## config.mk

```make
export PLATFORM = sky130hd
export DESIGN_NAME = sentence_line_splitter
export DESIGN_NICKNAME = d
export VERILOG_FILES = /design/src/hw/rtl/sls_pkg.sv /design/src/hw/rtl/sls_front.sv /design/src/hw/rtl/sls_fifo.sv /design/src/hw/rtl/sls_back.sv /design/src/hw/rtl/sentence_line_splitter.sv
export SDC_FILE = /design/constraint.sdc
export NUM_CORES = 1
export LEC_CHECK = 0
export ABC_AREA = 1
export BUFFER_PORTS_ARGS = -buffer_cell sky130_fd_sc_hd__buf_2
export CORE_AREA = 3 3 112 114
export CTS_BUF_LIST = sky130_fd_sc_hd__clkbuf_16
export CTS_CLUSTER_DIAMETER = 80
export DETAILED_ROUTE_END_ITERATION = 7
export DIE_AREA = 0 0 115 117
export PLACE_DENSITY = 0.72
export SYNTH_ARGS = -nofsm -noshare
export SYNTH_HDL_FRONTEND = slang
export SYNTH_SLANG_ARGS = --single-unit
```

## constraint.sdc

```tcl
create_clock -name clk -period 9.9 [get_ports clk]
set_input_delay 0 -clock clk [delete_from_list [all_inputs] [get_ports clk]]
set_output_delay 0 -clock clk [all_outputs]
set_load 0.01 [all_outputs]
```

## src/hw/rtl/sls_pkg.sv

```systemverilog
`default_nettype none

package sls_pkg;

    localparam int unsigned BYTE_W         = 8;
    localparam int unsigned CTX_W          = 3;
    localparam int unsigned FIFO_DEPTH_DEF = 4;

    localparam logic [CTX_W-1:0] CTX_PLAIN   = 3'd0;
    localparam logic [CTX_W-1:0] CTX_PUNCT   = 3'd1;
    localparam logic [CTX_W-1:0] CTX_PUNCT_S = 3'd2;
    localparam logic [CTX_W-1:0] CTX_CLOSE   = 3'd3;
    localparam logic [CTX_W-1:0] CTX_CLOSE_S = 3'd4;
    localparam logic [CTX_W-1:0] CTX_SPACE   = 3'd5;
    localparam logic [CTX_W-1:0] CTX_OPEN    = 3'd6;

    localparam logic [BYTE_W-1:0] CH_DOT   = 8'h2E;
    localparam logic [BYTE_W-1:0] CH_QUEST = 8'h3F;
    localparam logic [BYTE_W-1:0] CH_COLON = 8'h3A;
    localparam logic [BYTE_W-1:0] CH_SEMI  = 8'h3B;
    localparam logic [BYTE_W-1:0] CH_SPACE = 8'h20;
    localparam logic [BYTE_W-1:0] CH_OPEN  = 8'h28;
    localparam logic [BYTE_W-1:0] CH_CLOSE = 8'h29;
    localparam logic [BYTE_W-1:0] CH_NL    = 8'h0A;

    localparam logic [1:0] CNT_NONE  = 2'd0;
    localparam logic [1:0] CNT_ONE   = 2'd1;
    localparam logic [1:0] CNT_TWO   = 2'd2;
    localparam logic [1:0] CNT_THREE = 2'd3;

    // one input's worth of output, bytes in emit order b0, b1, b2
    typedef struct packed {
        logic [1:0]        cnt;
        logic [BYTE_W-1:0] b2;
        logic [BYTE_W-1:0] b1;
        logic [BYTE_W-1:0] b0;
    } cmd_t;

    function automatic logic is_stop(input logic [BYTE_W-1:0] c);
        return (c == CH_DOT) || (c == CH_QUEST) || (c == CH_COLON) || (c == CH_SEMI);
    endfunction

    function automatic logic is_upper(input logic [BYTE_W-1:0] c);
        return (c >= 8'h41) && (c <= 8'h5A);
    endfunction

    function automatic logic is_digit_lower(input logic [BYTE_W-1:0] c);
        return ((c >= 8'h30) && (c <= 8'h39)) || ((c >= 8'h61) && (c <= 8'h7A));
    endfunction

endpackage

`default_nettype wire

```

## src/hw/rtl/sls_front.sv

```systemverilog
`default_nettype none

module sls_front
(
    input  wire logic                       clk,
    input  wire logic                       rst_n,
    input  wire logic                       s_tvalid,
    output logic                            s_tready,
    input  wire logic [sls_pkg::BYTE_W-1:0] s_tdata,
    input  wire logic                       q_full,
    output logic                            q_push,
    output sls_pkg::cmd_t                   q_cmd
);

    logic [sls_pkg::CTX_W-1:0]  ctx_reg;
    logic [sls_pkg::CTX_W-1:0]  ctx_next;
    logic [sls_pkg::BYTE_W-1:0] c;
    logic                       accept;
    logic                       stop;
    logic                       up;
    logic                       dl;

    assign s_tready = !q_full;
    assign accept   = s_tvalid && !q_full;
    assign c        = s_tdata;
    assign stop     = sls_pkg::is_stop(c);
    assign up       = sls_pkg::is_upper(c);
    assign dl       = sls_pkg::is_digit_lower(c);

    always_comb
    begin
        ctx_next  = ctx_reg;
        q_cmd.cnt = sls_pkg::CNT_NONE;
        q_cmd.b0  = c;
        q_cmd.b1  = c;
        q_cmd.b2  = c;
        case (ctx_reg)
            sls_pkg::CTX_PUNCT:
            begin
                if (stop)
                begin
                    q_cmd.cnt = sls_pkg::CNT_ONE;
                end
                else if (c == sls_pkg::CH_SPACE)
                begin
                    ctx_next = sls_pkg::CTX_PUNCT_S;
                end
                else if (c == sls_pkg::CH_CLOSE)
                begin
                    q_cmd.cnt = sls_pkg::CNT_ONE;
                    ctx_next  = sls_pkg::CTX_CLOSE;
                end
                else
                begin
                    q_cmd.cnt = sls_pkg::CNT_ONE;
                    ctx_next  = sls_pkg::CTX_PLAIN;
                end
            end
            sls_pkg::CTX_PUNCT_S:
            begin
                if (stop)
                begin
                    q_cmd.cnt = sls_pkg::CNT_TWO;
                    q_cmd.b0  = sls_pkg::CH_SPACE;
                    ctx_next  = sls_pkg::CTX_PUNCT;
                end
                else if (c == sls_pkg::CH_SPACE)
                begin
                    ctx_next = ctx_reg;
                end
                else if (c == sls_pkg::CH_OPEN)
                begin
                    ctx_next = sls_pkg::CTX_OPEN;
                end
                else if (c == sls_pkg::CH_CLOSE)
                begin
                    q_cmd.cnt = sls_pkg::CNT_ONE;
                    ctx_next  = sls_pkg::CTX_CLOSE;
                end
                else
                begin
                    q_cmd.cnt = sls_pkg::CNT_TWO;
                    q_cmd.b0  = dl ? sls_pkg::CH_SPACE : sls_pkg::CH_NL;
                    ctx_next  = sls_pkg::CTX_PLAIN;
                end
            end
            sls_pkg::CTX_CLOSE:
            begin
                if (stop)
                begin
                    q_cmd.cnt = sls_pkg::CNT_ONE;
                    ctx_next  = sls_pkg::CTX_PUNCT;
                end
                else if (c == sls_pkg::CH_SPACE)
                begin
                    ctx_next = sls_pkg::CTX_CLOSE_S;
                end
                else if (c == sls_pkg::CH_CLOSE)
                begin
                    q_cmd.cnt = sls_pkg::CNT_ONE;
                end
                else
                begin
                    q_cmd.cnt = sls_pkg::CNT_ONE;
                    ctx_next  = sls_pkg::CTX_PLAIN;
                end
            end
            sls_pkg::CTX_CLOSE_S:
            begin
                if (stop)
                begin
                    q_cmd.cnt = sls_pkg::CNT_TWO;
                    q_cmd.b0  = sls_pkg::CH_SPACE;
                    ctx_next  = sls_pkg::CTX_PUNCT;
                end
                else if (c == sls_pkg::CH_SPACE)
                begin
                    ctx_next = ctx_reg;
                end
                else if (c == sls_pkg::CH_OPEN)
                begin
                    ctx_next = sls_pkg::CTX_OPEN;
                end
                else if (c == sls_pkg::CH_CLOSE)
                begin
                    q_cmd.cnt = sls_pkg::CNT_TWO;
                    q_cmd.b0  = sls_pkg::CH_SPACE;
                    ctx_next  = sls_pkg::CTX_CLOSE;
                end
                else
                begin
                    q_cmd.cnt = sls_pkg::CNT_TWO;
                    q_cmd.b0  = up ? sls_pkg::CH_NL : sls_pkg::CH_SPACE;
                    ctx_next  = sls_pkg::CTX_PLAIN;
                end
            end
            sls_pkg::CTX_SPACE:
            begin
                if (stop)
                begin
                    q_cmd.cnt = sls_pkg::CNT_TWO;
                    q_cmd.b0  = sls_pkg::CH_SPACE;
                    ctx_next  = sls_pkg::CTX_PUNCT;
                end
                else if (c == sls_pkg::CH_SPACE)
                begin
                    ctx_next = ctx_reg;
                end
                else if (c == sls_pkg::CH_OPEN)
                begin
                    ctx_next = sls_pkg::CTX_OPEN;
                end
                else if (c == sls_pkg::CH_CLOSE)
                begin
                    q_cmd.cnt = sls_pkg::CNT_TWO;
                    q_cmd.b0  = sls_pkg::CH_SPACE;
                    ctx_next  = sls_pkg::CTX_CLOSE;
                end
                else
                begin
                    q_cmd.cnt = sls_pkg::CNT_TWO;
                    q_cmd.b0  = sls_pkg::CH_SPACE;
                    ctx_next  = sls_pkg::CTX_PLAIN;
                end
            end
            sls_pkg::CTX_OPEN:
            begin
                q_cmd.b0 = sls_pkg::CH_SPACE;
                q_cmd.b1 = sls_pkg::CH_OPEN;
                if (stop)
                begin
                    q_cmd.cnt = sls_pkg::CNT_THREE;
                    ctx_next  = sls_pkg::CTX_PUNCT;
                end
                else if (c == sls_pkg::CH_SPACE)
                begin
                    q_cmd.cnt = sls_pkg::CNT_TWO;
                    ctx_next  = sls_pkg::CTX_SPACE;
                end
                else if ((c == sls_pkg::CH_OPEN) || (c == sls_pkg::CH_CLOSE))
                begin
                    q_cmd.cnt = sls_pkg::CNT_THREE;
                    ctx_next  = sls_pkg::CTX_PLAIN;
                end
                else
                begin
                    q_cmd.cnt = sls_pkg::CNT_THREE;
                    q_cmd.b0  = up ? sls_pkg::CH_NL : sls_pkg::CH_SPACE;
                    ctx_next  = sls_pkg::CTX_PLAIN;
                end
            end
            default:
            begin
                if (stop)
                begin
                    q_cmd.cnt = sls_pkg::CNT_ONE;
                    ctx_next  = sls_pkg::CTX_PUNCT;
                end
                else if (c == sls_pkg::CH_SPACE)
                begin
                    ctx_next = sls_pkg::CTX_SPACE;
                end
                else if (c == sls_pkg::CH_CLOSE)
                begin
                    q_cmd.cnt = sls_pkg::CNT_ONE;
                    ctx_next  = sls_pkg::CTX_CLOSE;
                end
                else
                begin
                    q_cmd.cnt = sls_pkg::CNT_ONE;
                    ctx_next  = sls_pkg::CTX_PLAIN;
                end
            end
        endcase
    end

    assign q_push = accept && (q_cmd.cnt != sls_pkg::CNT_NONE);

    always_ff @(posedge clk or negedge rst_n)
    begin
        if (!rst_n)
        begin
            ctx_reg <= sls_pkg::CTX_PLAIN;
        end
        else if (accept)
        begin
            ctx_reg <= ctx_next;
        end
    end

endmodule

`default_nettype wire

```

## src/hw/rtl/sls_fifo.sv

```systemverilog
`default_nettype none

module sls_fifo
#(
    parameter int unsigned DEPTH = sls_pkg::FIFO_DEPTH_DEF
)
(
    input  wire logic          clk,
    input  wire logic          rst_n,
    input  wire logic          push,
    input  wire sls_pkg::cmd_t push_cmd,
    output logic               full,
    input  wire logic          pop,
    output logic               head_valid,
    output sls_pkg::cmd_t      head_cmd
);

    localparam int unsigned PTR_W = (DEPTH > 1) ? $clog2(DEPTH) : 1;
    localparam int unsigned CNT_W = $clog2(DEPTH + 1);
    localparam logic [CNT_W-1:0] DEPTH_C = CNT_W'(DEPTH);
    localparam logic [PTR_W-1:0] LAST_P  = PTR_W'(DEPTH - 1);

    sls_pkg::cmd_t    mem_reg [DEPTH];
    logic [PTR_W-1:0] wr_ptr_reg;
    logic [PTR_W-1:0] wr_ptr_next;
    logic [PTR_W-1:0] rd_ptr_reg;
    logic [PTR_W-1:0] rd_ptr_next;
    logic [CNT_W-1:0] count_reg;
    logic [CNT_W-1:0] count_next;
    logic             do_push;
    logic             do_pop;

    assign full       = (count_reg == DEPTH_C);
    assign head_valid = (count_reg != '0);
    assign head_cmd   = mem_reg[rd_ptr_reg];
    assign do_push    = push && !full;
    assign do_pop     = pop && head_valid;

    always_comb
    begin
        wr_ptr_next = wr_ptr_reg;
        rd_ptr_next = rd_ptr_reg;
        count_next  = count_reg;
        if (do_push)
        begin
            wr_ptr_next = (wr_ptr_reg == LAST_P) ? '0 : wr_ptr_reg + 1'b1;
        end
        if (do_pop)
        begin
            rd_ptr_next = (rd_ptr_reg == LAST_P) ? '0 : rd_ptr_reg + 1'b1;
        end
        if (do_push && !do_pop)
        begin
            count_next = count_reg + 1'b1;
        end
        else if (do_pop && !do_push)
        begin
            count_next = count_reg - 1'b1;
        end
    end

    always_ff @(posedge clk)
    begin
        if (do_push)
        begin
            mem_reg[wr_ptr_reg] <= push_cmd;
        end
    end

    always_ff @(posedge clk or negedge rst_n)
    begin
        if (!rst_n)
        begin
            wr_ptr_reg <= '0;
            rd_ptr_reg <= '0;
            count_reg  <= '0;
        end
        else
        begin
            wr_ptr_reg <= wr_ptr_next;
            rd_ptr_reg <= rd_ptr_next;
            count_reg  <= count_next;
        end
    end

endmodule

`default_nettype wire

```

## src/hw/rtl/sls_back.sv

```systemverilog
`default_nettype none

module sls_back
(
    input  wire logic                       clk,
    input  wire logic                       rst_n,
    input  wire logic                       head_valid,
    input  wire sls_pkg::cmd_t              head_cmd,
    output logic                            pop,
    output logic                            m_tvalid,
    input  wire logic                       m_tready,
    output logic [sls_pkg::BYTE_W-1:0]      m_tdata,
    output logic                            m_tlast
);

    sls_pkg::cmd_t              cmd_reg;
    sls_pkg::cmd_t              cmd_next;
    logic [1:0]                 idx_reg;
    logic [1:0]                 idx_next;
    logic                       busy_reg;
    logic                       busy_next;
    logic                       valid_reg;
    logic                       valid_next;
    logic [sls_pkg::BYTE_W-1:0] data_reg;
    logic [sls_pkg::BYTE_W-1:0] data_next;
    logic                       last_reg;
    logic                       last_next;

    sls_pkg::cmd_t              src;
    logic [1:0]                 idx;
    logic [sls_pkg::BYTE_W-1:0] cur_byte;
    logic                       cur_last;
    logic                       load;
    logic                       have;

    assign load = !valid_reg || m_tready;
    assign have = busy_reg || head_valid;
    assign pop  = load && !busy_reg && head_valid;
    assign src  = busy_reg ? cmd_reg : head_cmd;
    assign idx  = busy_reg ? idx_reg : 2'd0;

    always_comb
    begin
        case (idx)
            2'd0:    cur_byte = src.b0;
            2'd1:    cur_byte = src.b1;
            default: cur_byte = src.b2;
        endcase
    end

    assign cur_last = ((idx + 2'd1) == src.cnt);

    always_comb
    begin
        cmd_next   = cmd_reg;
        idx_next   = idx_reg;
        busy_next  = busy_reg;
        valid_next = valid_reg;
        data_next  = data_reg;
        last_next  = last_reg;
        if (load)
        begin
            valid_next = have;
            if (have)
            begin
                data_next = cur_byte;
                last_next = cur_last;
                busy_next = !cur_last;
                idx_next  = idx + 2'd1;
                if (pop)
                begin
                    cmd_next = head_cmd;
                end
            end
        end
    end

    always_ff @(posedge clk)
    begin
        cmd_reg  <= cmd_next;
        idx_reg  <= idx_next;
        data_reg <= data_next;
        last_reg <= last_next;
    end

    always_ff @(posedge clk or negedge rst_n)
    begin
        if (!rst_n)
        begin
            busy_reg  <= 1'b0;
            valid_reg <= 1'b0;
        end
        else
        begin
            busy_reg  <= busy_next;
            valid_reg <= valid_next;
        end
    end

    assign m_tvalid = valid_reg;
    assign m_tdata  = data_reg;
    assign m_tlast  = last_reg;

endmodule

`default_nettype wire

```

## src/hw/rtl/sentence_line_splitter.sv

```systemverilog
// sentence_line_splitter: text filter that starts each sentence on a new line.
// Input stream s_*: one text byte per word. Output stream m_*: one byte per
// word, m_tlast high on the final byte caused by an input byte.
// Each input byte yields zero to three output bytes; space runs collapse to
// one space, or to a newline before a word that opens a new sentence.
// An accepted input's command is registered in the queue, its first byte then
// in the output register. Throughput: one input word per cycle while each
// input yields at most one byte and m_tready is high; the output register
// emits one byte per cycle, so an input that yields several bytes holds the
// serializer for all of them. The command queue between the classifier and
// the serializer (FIFO_DEPTH entries) absorbs such bursts; s_tready drops only
// when it is full. Back-pressure: with m_tready low the output word holds, the
// queue fills, then s_tready falls. Nothing is lost.
// Reset (rst_n low, async): context returns to plain, the queue empties and
// the output goes invalid. Held spaces or '(' at end of stream are dropped.
`default_nettype none

module sentence_line_splitter
#(
    parameter int unsigned FIFO_DEPTH = sls_pkg::FIFO_DEPTH_DEF
)
(
    input  wire logic                       clk,
    input  wire logic                       rst_n,
    input  wire logic                       s_tvalid,
    output logic                            s_tready,
    input  wire logic [sls_pkg::BYTE_W-1:0] s_tdata,   // [7:0] in_byte
    output logic                            m_tvalid,
    input  wire logic                       m_tready,
    output logic [sls_pkg::BYTE_W-1:0]      m_tdata,   // [7:0] out_byte
    output logic                            m_tlast
);

    logic          q_full;
    logic          q_push;
    sls_pkg::cmd_t q_cmd;
    logic          q_pop;
    logic          q_valid;
    sls_pkg::cmd_t q_head;

    sls_front u_front
    (
        .clk      (clk),
        .rst_n    (rst_n),
        .s_tvalid (s_tvalid),
        .s_tready (s_tready),
        .s_tdata  (s_tdata),
        .q_full   (q_full),
        .q_push   (q_push),
        .q_cmd    (q_cmd)
    );

    sls_fifo #(.DEPTH(FIFO_DEPTH)) u_fifo
    (
        .clk        (clk),
        .rst_n      (rst_n),
        .push       (q_push),
        .push_cmd   (q_cmd),
        .full       (q_full),
        .pop        (q_pop),
        .head_valid (q_valid),
        .head_cmd   (q_head)
    );

    sls_back u_back
    (
        .clk        (clk),
        .rst_n      (rst_n),
        .head_valid (q_valid),
        .head_cmd   (q_head),
        .pop        (q_pop),
        .m_tvalid   (m_tvalid),
        .m_tready   (m_tready),
        .m_tdata    (m_tdata),
        .m_tlast    (m_tlast)
    );

endmodule

`default_nettype wire

```

* Word level (Yosys, flattened, before mapping)
Memory sizes are Yosys's and may differ from the RTL's. Index checks and enable logic that the tools add are counted.
Operators by class: reduce and logical (&&, ||, !) cells 33, order comparisons 6, eq/ne operators 21, multiplexer cells 53, add/subtract/negate cells 5
Operators with widths (count):
- 8-bit 2-to-1 mux | 15
- 8-bit by 6-bit == test with 1-bit output (second input constant) | 7
- 3-bit 2-to-1 mux | 14
- 8-bit one-hot mux with 4 select lines | 1
- 26-bit 2-to-1 mux | 1
- 2-bit 2-to-1 mux | 12
- 8-bit by 7-bit >= comparator with 1-bit output (second input constant) | 2
- 8-bit by 7-bit <= comparator with 1-bit output (second input constant) | 2
- 8-bit one-hot mux with 2 select lines | 1
- 3-bit == test (second input constant) | 4
- 6-bit 2-to-1 mux | 2
- 3-bit one-hot mux with 4 select lines | 1
- 1-bit logical AND | 11
- 8-bit by 6-bit >= comparator with 1-bit output (second input constant) | 1
- 8-bit by 6-bit <= comparator with 1-bit output (second input constant) | 1
- 1-bit logical OR | 7
- 2-bit by 1-bit adder with 2-bit output (second input constant) | 3
- 3-bit by 2-bit == test with 1-bit output (second input constant) | 2
- 1-bit zero test | 6
- 2-bit one-hot mux with 3 select lines | 1
- 1-bit 2-to-1 mux | 5
- 2-bit == test (second input constant) | 2
- 4-bit by 2-bit inequality test with 1-bit output (second input constant) | 1
- 4-bit AND reduction | 1
- other kinds (14) | 15
Word-level totals: bits of input ports 12, bits in writable memories 104, bits in registers 49, memories kept 1, output and inout port bits 11
Memory list:
- u_fifo.mem_reg | depth 4, bits a word 26, rd ports 1, clocked after memory_dff 0, write ports 1, line sls_fifo.sv:23 | sls_pkg::cmd_t mem_reg [DEPTH];

* Depth between registers and ports, before layout
Gate-level depths: netlist (run 1).
depth in word-level cells 13, depth in mapped cells 16, mapped depth without buffers 16

* Cells and area by module
Synthesis (run 1) repeated with hierarchy kept, for this count alone.
Unflattened totals: cells, all modules 657, area total of the unflattened synthesis 7200.7 um^2
Modules (own cells, without submodules):
- sls_fifo | times used 1, area each 4699.5 um^2, cells an instance 363
- sls_back | times used 1, area each 1625.3 um^2, cells an instance 131
- sls_front | times used 1, area each 875.8 um^2, cells an instance 163

* Worst setup path after synthesis (run 1)
Ideal clock, no wire load.
path type reg-to-reg, start point register u_back.valid_reg, in the netlist u_back.m_tvalid, end point register u_fifo.count_reg[1], data arrival time 3699 ps, clock period less this slack 3823 ps, stages on the path, launching flop included 9, data required time 9775 ps, setup time 125 ps, path buffers 0, setup slack 6077 ps, cells stage by stage dfrtp_1 -> inv_1 -> nor2_1 -> nor3_1 -> inv_1 -> ha_1 -> inv_1 -> fa_1 -> mux2_2
On the way: longest elaborated chain between the ends 8, elaborated cells on any way between the ends 10, classes of those cells 1 x mux; 9 x reduce/logical
Ends and longest elaborated chain:
- start, declared | line sls_back.sv:22 | logic valid_reg;
- start signal, assigned | line sls_back.sv:96 | valid_reg <= valid_next;
- 1-bit zero test | line sls_back.sv:36 | assign load = !valid_reg || m_tready;
- 1-bit logical OR | line sls_back.sv:36
- 1-bit logical AND (2 in a row) | line sls_back.sv:38 | assign pop = load && !busy_reg && head_valid;
- 1-bit logical AND | line sls_fifo.sv:37 | assign do_pop = pop && head_valid;
- 1-bit zero test | line sls_fifo.sv:52 | if (do_push && !do_pop)
- 1-bit logical AND | line sls_fifo.sv:52
- 3-bit 2-to-1 mux | line sls_fifo.sv:52
- via u_fifo.count_next[1] | line sls_fifo.sv:29 | logic [CNT_W-1:0] count_next;
- end signal, assigned | line sls_fifo.sv:82 | count_reg <= count_next;
- end, declared | line sls_fifo.sv:28 | logic [CNT_W-1:0] count_reg;
The timed path passes the listed nets, and every way through them passes these cells. A chain may end at the register's enable or synchronous reset.

==> metrics, run 1 <==
run status=finished clean; critical path data arrival time=2.96 ns; compound-gate portion of the synthesized area=8.37%; crit end category=flop; clock tree sinks=153; Critical Path Source=u_front.ctx_reg[0]; syn_nets=679; Root Buffer=clkbuf_16; post-synthesis sequential element count=153; Clock Pin Slew Worst Setup and Hold Paths=0.06 ns; ANT nets after route=0; Simple-Gate Fraction of Synth Area=17.3%; fin nets=715; Avg WL per Cell=16.0 µm; Tcrit/Tclk final=26.9%; grt total ovfl=0; Cell Int Power=0.00153 W; drt via density=5.40; WP data required=10.20 ns; setup_tns=0 ns; Slew Limit Headroom=50.4%; # Max-Cap Violations=0; Min-Delay Path Class=in -> async; initial antenna violation count=0; sw frac=34.7%; fin cells=850; GPL Wtd Cong=0.858; clock power share=25.8%; mux contribution to synthesized area=0.164%; Switching Power=0.000810 W; CP max stage delay=0.43 ns; gr usage total=22.0%; kind of critical path=reg -> reg; Final Util=67.7%; main combinational cell family by area after synthesis=simple AND/OR/NAND/NOR gates; worst slew pin tran=0.740 ns; number of post-CTS setup repair buffers=0; Post-CTS Resized=0; RR Startpoint=u_front.ctx_reg[0]; sequential area share after synthesis=65.9%; initial core utilization=59.7%; number of synthesized flops with an enable pin=141; # diodes=0; FP Rows=39; synthesized area=6880 µm²; DIE AREA=13500 µm²; P per Cell Area=300 nW/µm²; first-pass GRT wire length=22200 µm; Area contributors post-synth=edfxtp_1 62%, nand2_1 8.7%, inv_1 4.4%; Final Hold Fails=0; Async S/R FF share, synth=7.84%; Seq pwr share=43.1%; pin count of the biggest net entering global routing=72; peak supply drop=171 µV; critical-path cell list=inv_1 -> nand2_2 -> nor2_2 -> inv_1 -> o21ai_2 -> inv_2 -> nand3_2 -> nand2_4 -> inv_1 -> ha_1 -> inv_1 -> fa_1 -> a21oi_1 -> o21ai_0 -> xnor2_1; number of I/O port buffers=22; number of global-route vias before repair=4417; CP most frequent cell=inv_1; initial DRC count=489; most common cell in the netlist=nand2_1; dominant cell type by area after synthesis=edfxtp_1; max reg flops=104; CTS tree=built; total power=0.00234 W; CTS Hold Bufs=10; CTS max path bufs=2; XOR/XNOR Fraction of Synth Area=0.382%; placed insts=808; Num CTS Buffers=17; Vias=4586; Crit Path Max Fanout=7; HPWL Detailed=8850 µm; post-synth top area share=61.6%; adder-cell area share of the yosys netlist=1.75%; die width=115 µm; static leakage=3.28 nW; Post-route DRC=0; I/O Pins=23; Fin Clk Skew=0.00727 ns; Fillers=879; syn_area_per_cell=10.5 µm²; final setup vio count=0; yosys warns=0; prevailing post-synth register cell=edfxtp_1; Layout area overhead=13.4%; die height=117 µm; Clock Latency Late Sink=0.42 ns; CP max stage cell=fa_1; final WL=13600 µm; Peak Freq=376 MHz; Logic pwr share=31.1%; RSZ-0062 raised after global routing=no; 1st-pass router iterations=5; fraction of layout cells with a size suffix above 1=12.3%; min Tclk post-route=2.66 ns; H-Tree Depth=4; top post-synthesis cells by count=159 x nand2_1, 141 x edfxtp_1, 81 x inv_1, 53 x o21ai_0, 47 x nor2_1; Syn Inst Count=658; Max Slew Vio Count=0; Core Area=11500 µm²; synth unique cells=34; hold_ws=0.0121 ns; Worst setup SP type=flop
-- kinds of logic (layout without fill, tap and decap cells) --
logic type | after synthesis | count (layout)
AOI/OAI and AO/OA | 110 | 110
xor gates and xnor gates | 3 | 3
adders and majority gates | 9 | 9
buffers and inverters | 107 | 156
DFF | 153 | 153
muxes | 1 | 1
and+or+nand+nor | 275 | 275
-- stage by stage --
| stage | setup WS [ns] | cell area (µm²) |
|---|---|---|
| after floorplan | 6.08 | 6880 |
| final | 7.24 | 7800 |
| after detailed placement | 7.24 | 7140 |
| after global placement | 7.30 | 7140 |
| after CTS | 7.23 | 7800 |
| after global routing | 6.99 | 7800 |
-- critical path, delay by kind of cell, from the launching register on --
family | cells | cell delay, ns
buffers and inverters | 5 | 0.49
adders and majority gates | 2 | 0.58
AOI/OAI and AO/OA | 3 | 0.48
DFF | 1 | 0.41
xor gates and xnor gates | 1 | 0.14
and+or+nand+nor | 4 | 0.45
-- metal layers --
| layer | part of all wire (%) | wire length, µm | GRT usage (%) | vias to the layer above |
|---|---|---|---|---|
| li1 | - | - | - | 2282 |
| met5 | 0 | 0 | 0 | - |
| met4 | 1.9 | 263 | 7.51 | 0 |
| met1 | 43 | 5840 | 29.0 | 2138 |
| met2 | 49 | 6730 | 36.0 | 141 |
| met3 | 5.8 | 787 | 5.35 | 25 |
-- cell usage in the layout (no fill, tap or decap), types with 2 or more instances in the layout --
cell and n:
a21oi_1 42, o21ai_2 2, buf_2 22, nand3_1 41, nor3_1 3, dfrtp_1 11
bufinv_16 2, nand4_1 5, nand2_1 159, buf_4 7, nor2_1 43, edfxtp_1 141
nand3_2 2, inv_2 3, clkinvlp_4 5, o21ai_0 53, o21ai_1 3, clkinv_2 3
nand2_2 7, o22ai_1 5, clkbuf_16 17, dlygate4sd3_1 10, nor2_2 7, xnor2_1 2
clkinv_1 4, ha_1 8, inv_1 82, nand2_4 4
-- area by class of cell --
class	instances	area (µm²)	area share, %
clock buffer	17	425	5.46
tap	143	179	2.29
multi-input combinational	398	1940	24.9
clock inverter	15	136	1.75
sequential	153	4540	58.2
inverter	85	319	4.09
timing repair buffer	39	263	3.37
-- path summary, 6_finish.rpt --
path	cells past startpoint	slack [ns]	to
max	15	7.24	u_fifo.count_reg[2]
min	2	0.01	u_back.m_tvalid
max reg2reg	15	7.24	u_fifo.count_reg[2]
min reg2reg	1	0.54	u_fifo.count_reg[2]
max in group asynchronous	2	9.63	u_fifo.rd_ptr_reg[0]
min in group clk	4	0.12	u_fifo.wr_ptr_reg[1]
-- power groups by stage --
stage	sequential, W	clock (W)	combinational [W]
floorplan	0.00101	0	0.000512
global placement	0.00101	0	0.000696
detailed placement	0.00102	0	0.000715
CTS	0.00101	0.000612	0.000727
global route	0.00102	0.000641	0.000831
finish	0.00101	0.000604	0.000726
(Power assumes the default switching activity.)
==> run 2, diff against run 1 <==
- CORE_AREA: 3 3 112 114 -> 3 3 115 117
- DIE_AREA: 0 0 115 117 -> 0 0 118 120
- PLACE_DENSITY: 0.72 -> 0.71
- clock period: 9.9 -> 2.15 ns (I/O delays scaled with it)
==> run 2 against run 1 <==
  * The run now ends with setup timing left
  * Die area grew 5.2%
  * Clock power grew to 4.9 times the previous value
  * Combinational power grew to 5.4 times the previous value
  * Cell count grew 9.5%
  * Global-route usage shrank 0.31 points
  * First-iteration DRC count shrank 12%
  * Sequential cell count is the same
  * Total power grew to 4.9 times the previous value
  * Routed wire length grew 8.6%
  * Critical path depth shrank 1
  * Hold slack gained 0.13 ns
  * Cell area grew 8.1%
  * Critical path type is now in -> reg
  * Largest cell class unchanged
==> metrics, run 2 (synthesized netlist as in run 1, its figures left out) <==
HPWL Detailed=9790 µm (+11%); Cell Int Power=0.00754 W (+390%); H-Tree Depth=4 (unchanged); Worst Reg-to-Reg Cells=14 (-1); P per Cell Area=1360 nW/µm² (+360%); initial DRC count=432 (-12%); die height=120 µm (+2.6%); pin count of the biggest net entering global routing=44 (-39%); fin cells=931 (+9.5%); most frequent cells in the layout=158 x nand2_1, 141 x edfxtp_1, 78 x inv_1, 52 x o21ai_0, 51 x buf_4; Final Hold Fails=0 (unchanged); worst slew pin tran=0.642 ns (-0.0976 ns); Placement Cell Area=7590 µm² (+6.3%); hold depth=4; placed insts=875 (+8.3%); hold_ws=0.139 ns (+0.127 ns); RR Startpoint=u_front.ctx_reg[1]; Seq pwr share=40.3% (-2.8 points); final setup vio count=1 (+1); RSZ-0062 raised after global routing=yes; 1st-pass router iterations=5 (unchanged); DIE AREA=14200 µm² (+5.2%); # Max-Cap Violations=0 (unchanged); drt via density=5.20 (-3.7%); Slew Limit Headroom=57.1% (+6.7 points); CTS max path bufs=2 (unchanged); CP max stage delay=0.51 ns (+0.08 ns); clock tree sinks=153 (unchanged); die width=118 µm (+2.6%); GPL Wtd Cong=0.883 (+2.9%); Post-route DRC=0 (unchanged); run status=finished, violations left; Levels on crit path=14 (-1); Core Area=12500 µm² (+8.2%); static leakage=3.58 nW (+9.3%); Max Slew Vio Count=0 (unchanged); min Tclk post-route=2.15 ns; sw frac=34.5% (-0.18 points); fin worst setup slack=-0.00443 ns (-7.24 ns); fraction of layout cells with a size suffix above 1=19.4% (+7.1 points); Clock Latency Late Sink=0.42 ns (about the same); initial antenna violation count=0 (unchanged); Final Util=67.6% (-0.099 points); Num CTS Buffers=17 (unchanged); FF-to-FF End=u_fifo.count_reg[1]; reg2reg setup slack=-0.004 ns (-7.24 ns); peak supply drop=593 µV (+250%); number of global-route vias before repair=4616 (+4.5%); WHS Endpoint=u_fifo.mem_reg[2][7]; kind of critical path=in -> reg; final WL=14800 µm (+8.6%); Min-Delay Path Class=in -> reg; initial core utilization=55.2% (-4.5 points); CP Buf/Inv Count=5 (unchanged); Worst setup SP type=primary input; Crit Path Max Fanout=7 (unchanged); I/O Pins=23 (unchanged); WP data required=2.45 ns (-7.75 ns); Switching Power=0.00397 W (+390%); critical-path cell list=dlygate4sd3_1 -> buf_2 -> nand2_2 -> nor2_8 -> nand2_4 -> buf_4 -> nand4_1 -> nand3_4 -> nand2_4 -> inv_4 -> ha_4 -> inv_4 -> fa_2 -> mux2_4; Avg WL per Cell=15.9 µm (-0.81%); first-pass GRT wire length=23500 µm (+5.6%); CP max stage cell=dlygate4sd3_1; number of I/O port buffers=22 (unchanged); critical path data arrival time=2.46 ns (-0.50 ns); Peak Freq=464 MHz; Tcrit/Tclk final=100%; Critical Path Source=s_tdata[5]; Layout area overhead=22.6%; Logic pwr share=34.1% (+3.0 points); clock power share=25.6% (-0.2 points); # diodes=0 (unchanged); ANT nets after route=0 (unchanged); fin nets=767 (+7.3%); hold_sp=s_tdata[7]; CP top delay family=buffers and inverters; Clock Pin Slew Worst Setup and Hold Paths=0.06 ns (about the same); gr usage total=21.7% (-0.31 points); Fin Clk Skew=0.00672 ns (-0.000550 ns); pre-CTS setup slack=-0.151 ns (-7.39 ns); fin area=8430 µm² (+8.1%); Root Buffer=clkbuf_16; Vias=4839 (+5.5%); max reg flops=104 (unchanged); crit end category=flop; failing checks=setup timing; commonest non-fill, non-tap cell in the layout=nand2_1; FP Rows=41 (+5.1%); grt total ovfl=0 (unchanged); CTS tree=built
-- run 2: changes by cell type in the layout (fill, tap and decap cells not counted), sizes merged --
| cell | before | now |
|---|---|---|
| bufinv | 2 | 3 |
| clkinvlp | 5 | 2 |
| dlygate4sd3 | 10 | 11 |
| clkinv | 8 | 7 |
| buf | 29 | 80 |
| inv | 85 | 88 |
-- run 2: per-layer routing --
metal / global-route usage, % / share of wire (%) / vias to the layer above
met2: 36.0 / 50 / 123
met1: 28.5 / 44 / 2315
met5: 0 / 0 / -
li1: - / - / 2385
met4: 7.55 / 1.5 / 0
met3: 4.67 / 4.7 / 16
-- run 2: worst min-delay path, stage by stage --
cell and delay (ns):
buf_2 0.11, inv_1 0.08, buf_4 0.11, nor2_1 0.07
-- run 2: final cells by class --
class                      instances  area (µm²)
fill                             931        4040
sequential                       153        4540
multi-input combinational        398        2030
inverter                          85         324
tap                              172         215
clock buffer                      17         425
clock inverter                    15         159
timing repair buffer              91         743
-- run 2: worst max-delay path by stage --
stage,end
detailed placement,u_fifo.count_reg[2]
CTS,u_fifo.count_reg[1]
global route,u_fifo.count_reg[1]
floorplan,u_fifo.count_reg[1]
global placement,u_fifo.count_reg[2]
finish,u_fifo.count_reg[1]
-- run 2: stage by stage --
step                      setup TNS (ns)  total power [W]
after global routing              -0.211           0.0122
after global placement           -0.0703          0.00830
final                           -0.00443           0.0115
after detailed placement          -0.205          0.00845
after CTS                              0           0.0115
after floorplan                   -0.500          0.00708
-- run 2: power by group through the flow --
stage / combinational [W] / clock, W / sequential (W)
2_1_floorplan: 0.00242 / 0 / 0.00466
4_1_cts: 0.00389 / 0.00297 / 0.00464
6_report: 0.00392 / 0.00294 / 0.00464
5_1_grt: 0.00439 / 0.00310 / 0.00471
3_5_place_dp: 0.00376 / 0 / 0.00470
3_3_place_gp: 0.00364 / 0 / 0.00466
-- run 2: repair_timing --
item / 4_1_cts / 5_1_grt
pin swaps: 6 / 5
hold buffers: 11 / 0
hold endpoints to repair: 46 / 0
gates resized for setup: 9 / 5
cloned: 0 / 0
endpoints found under the setup margin: 2 / 6
setup buffers: 10 / 3
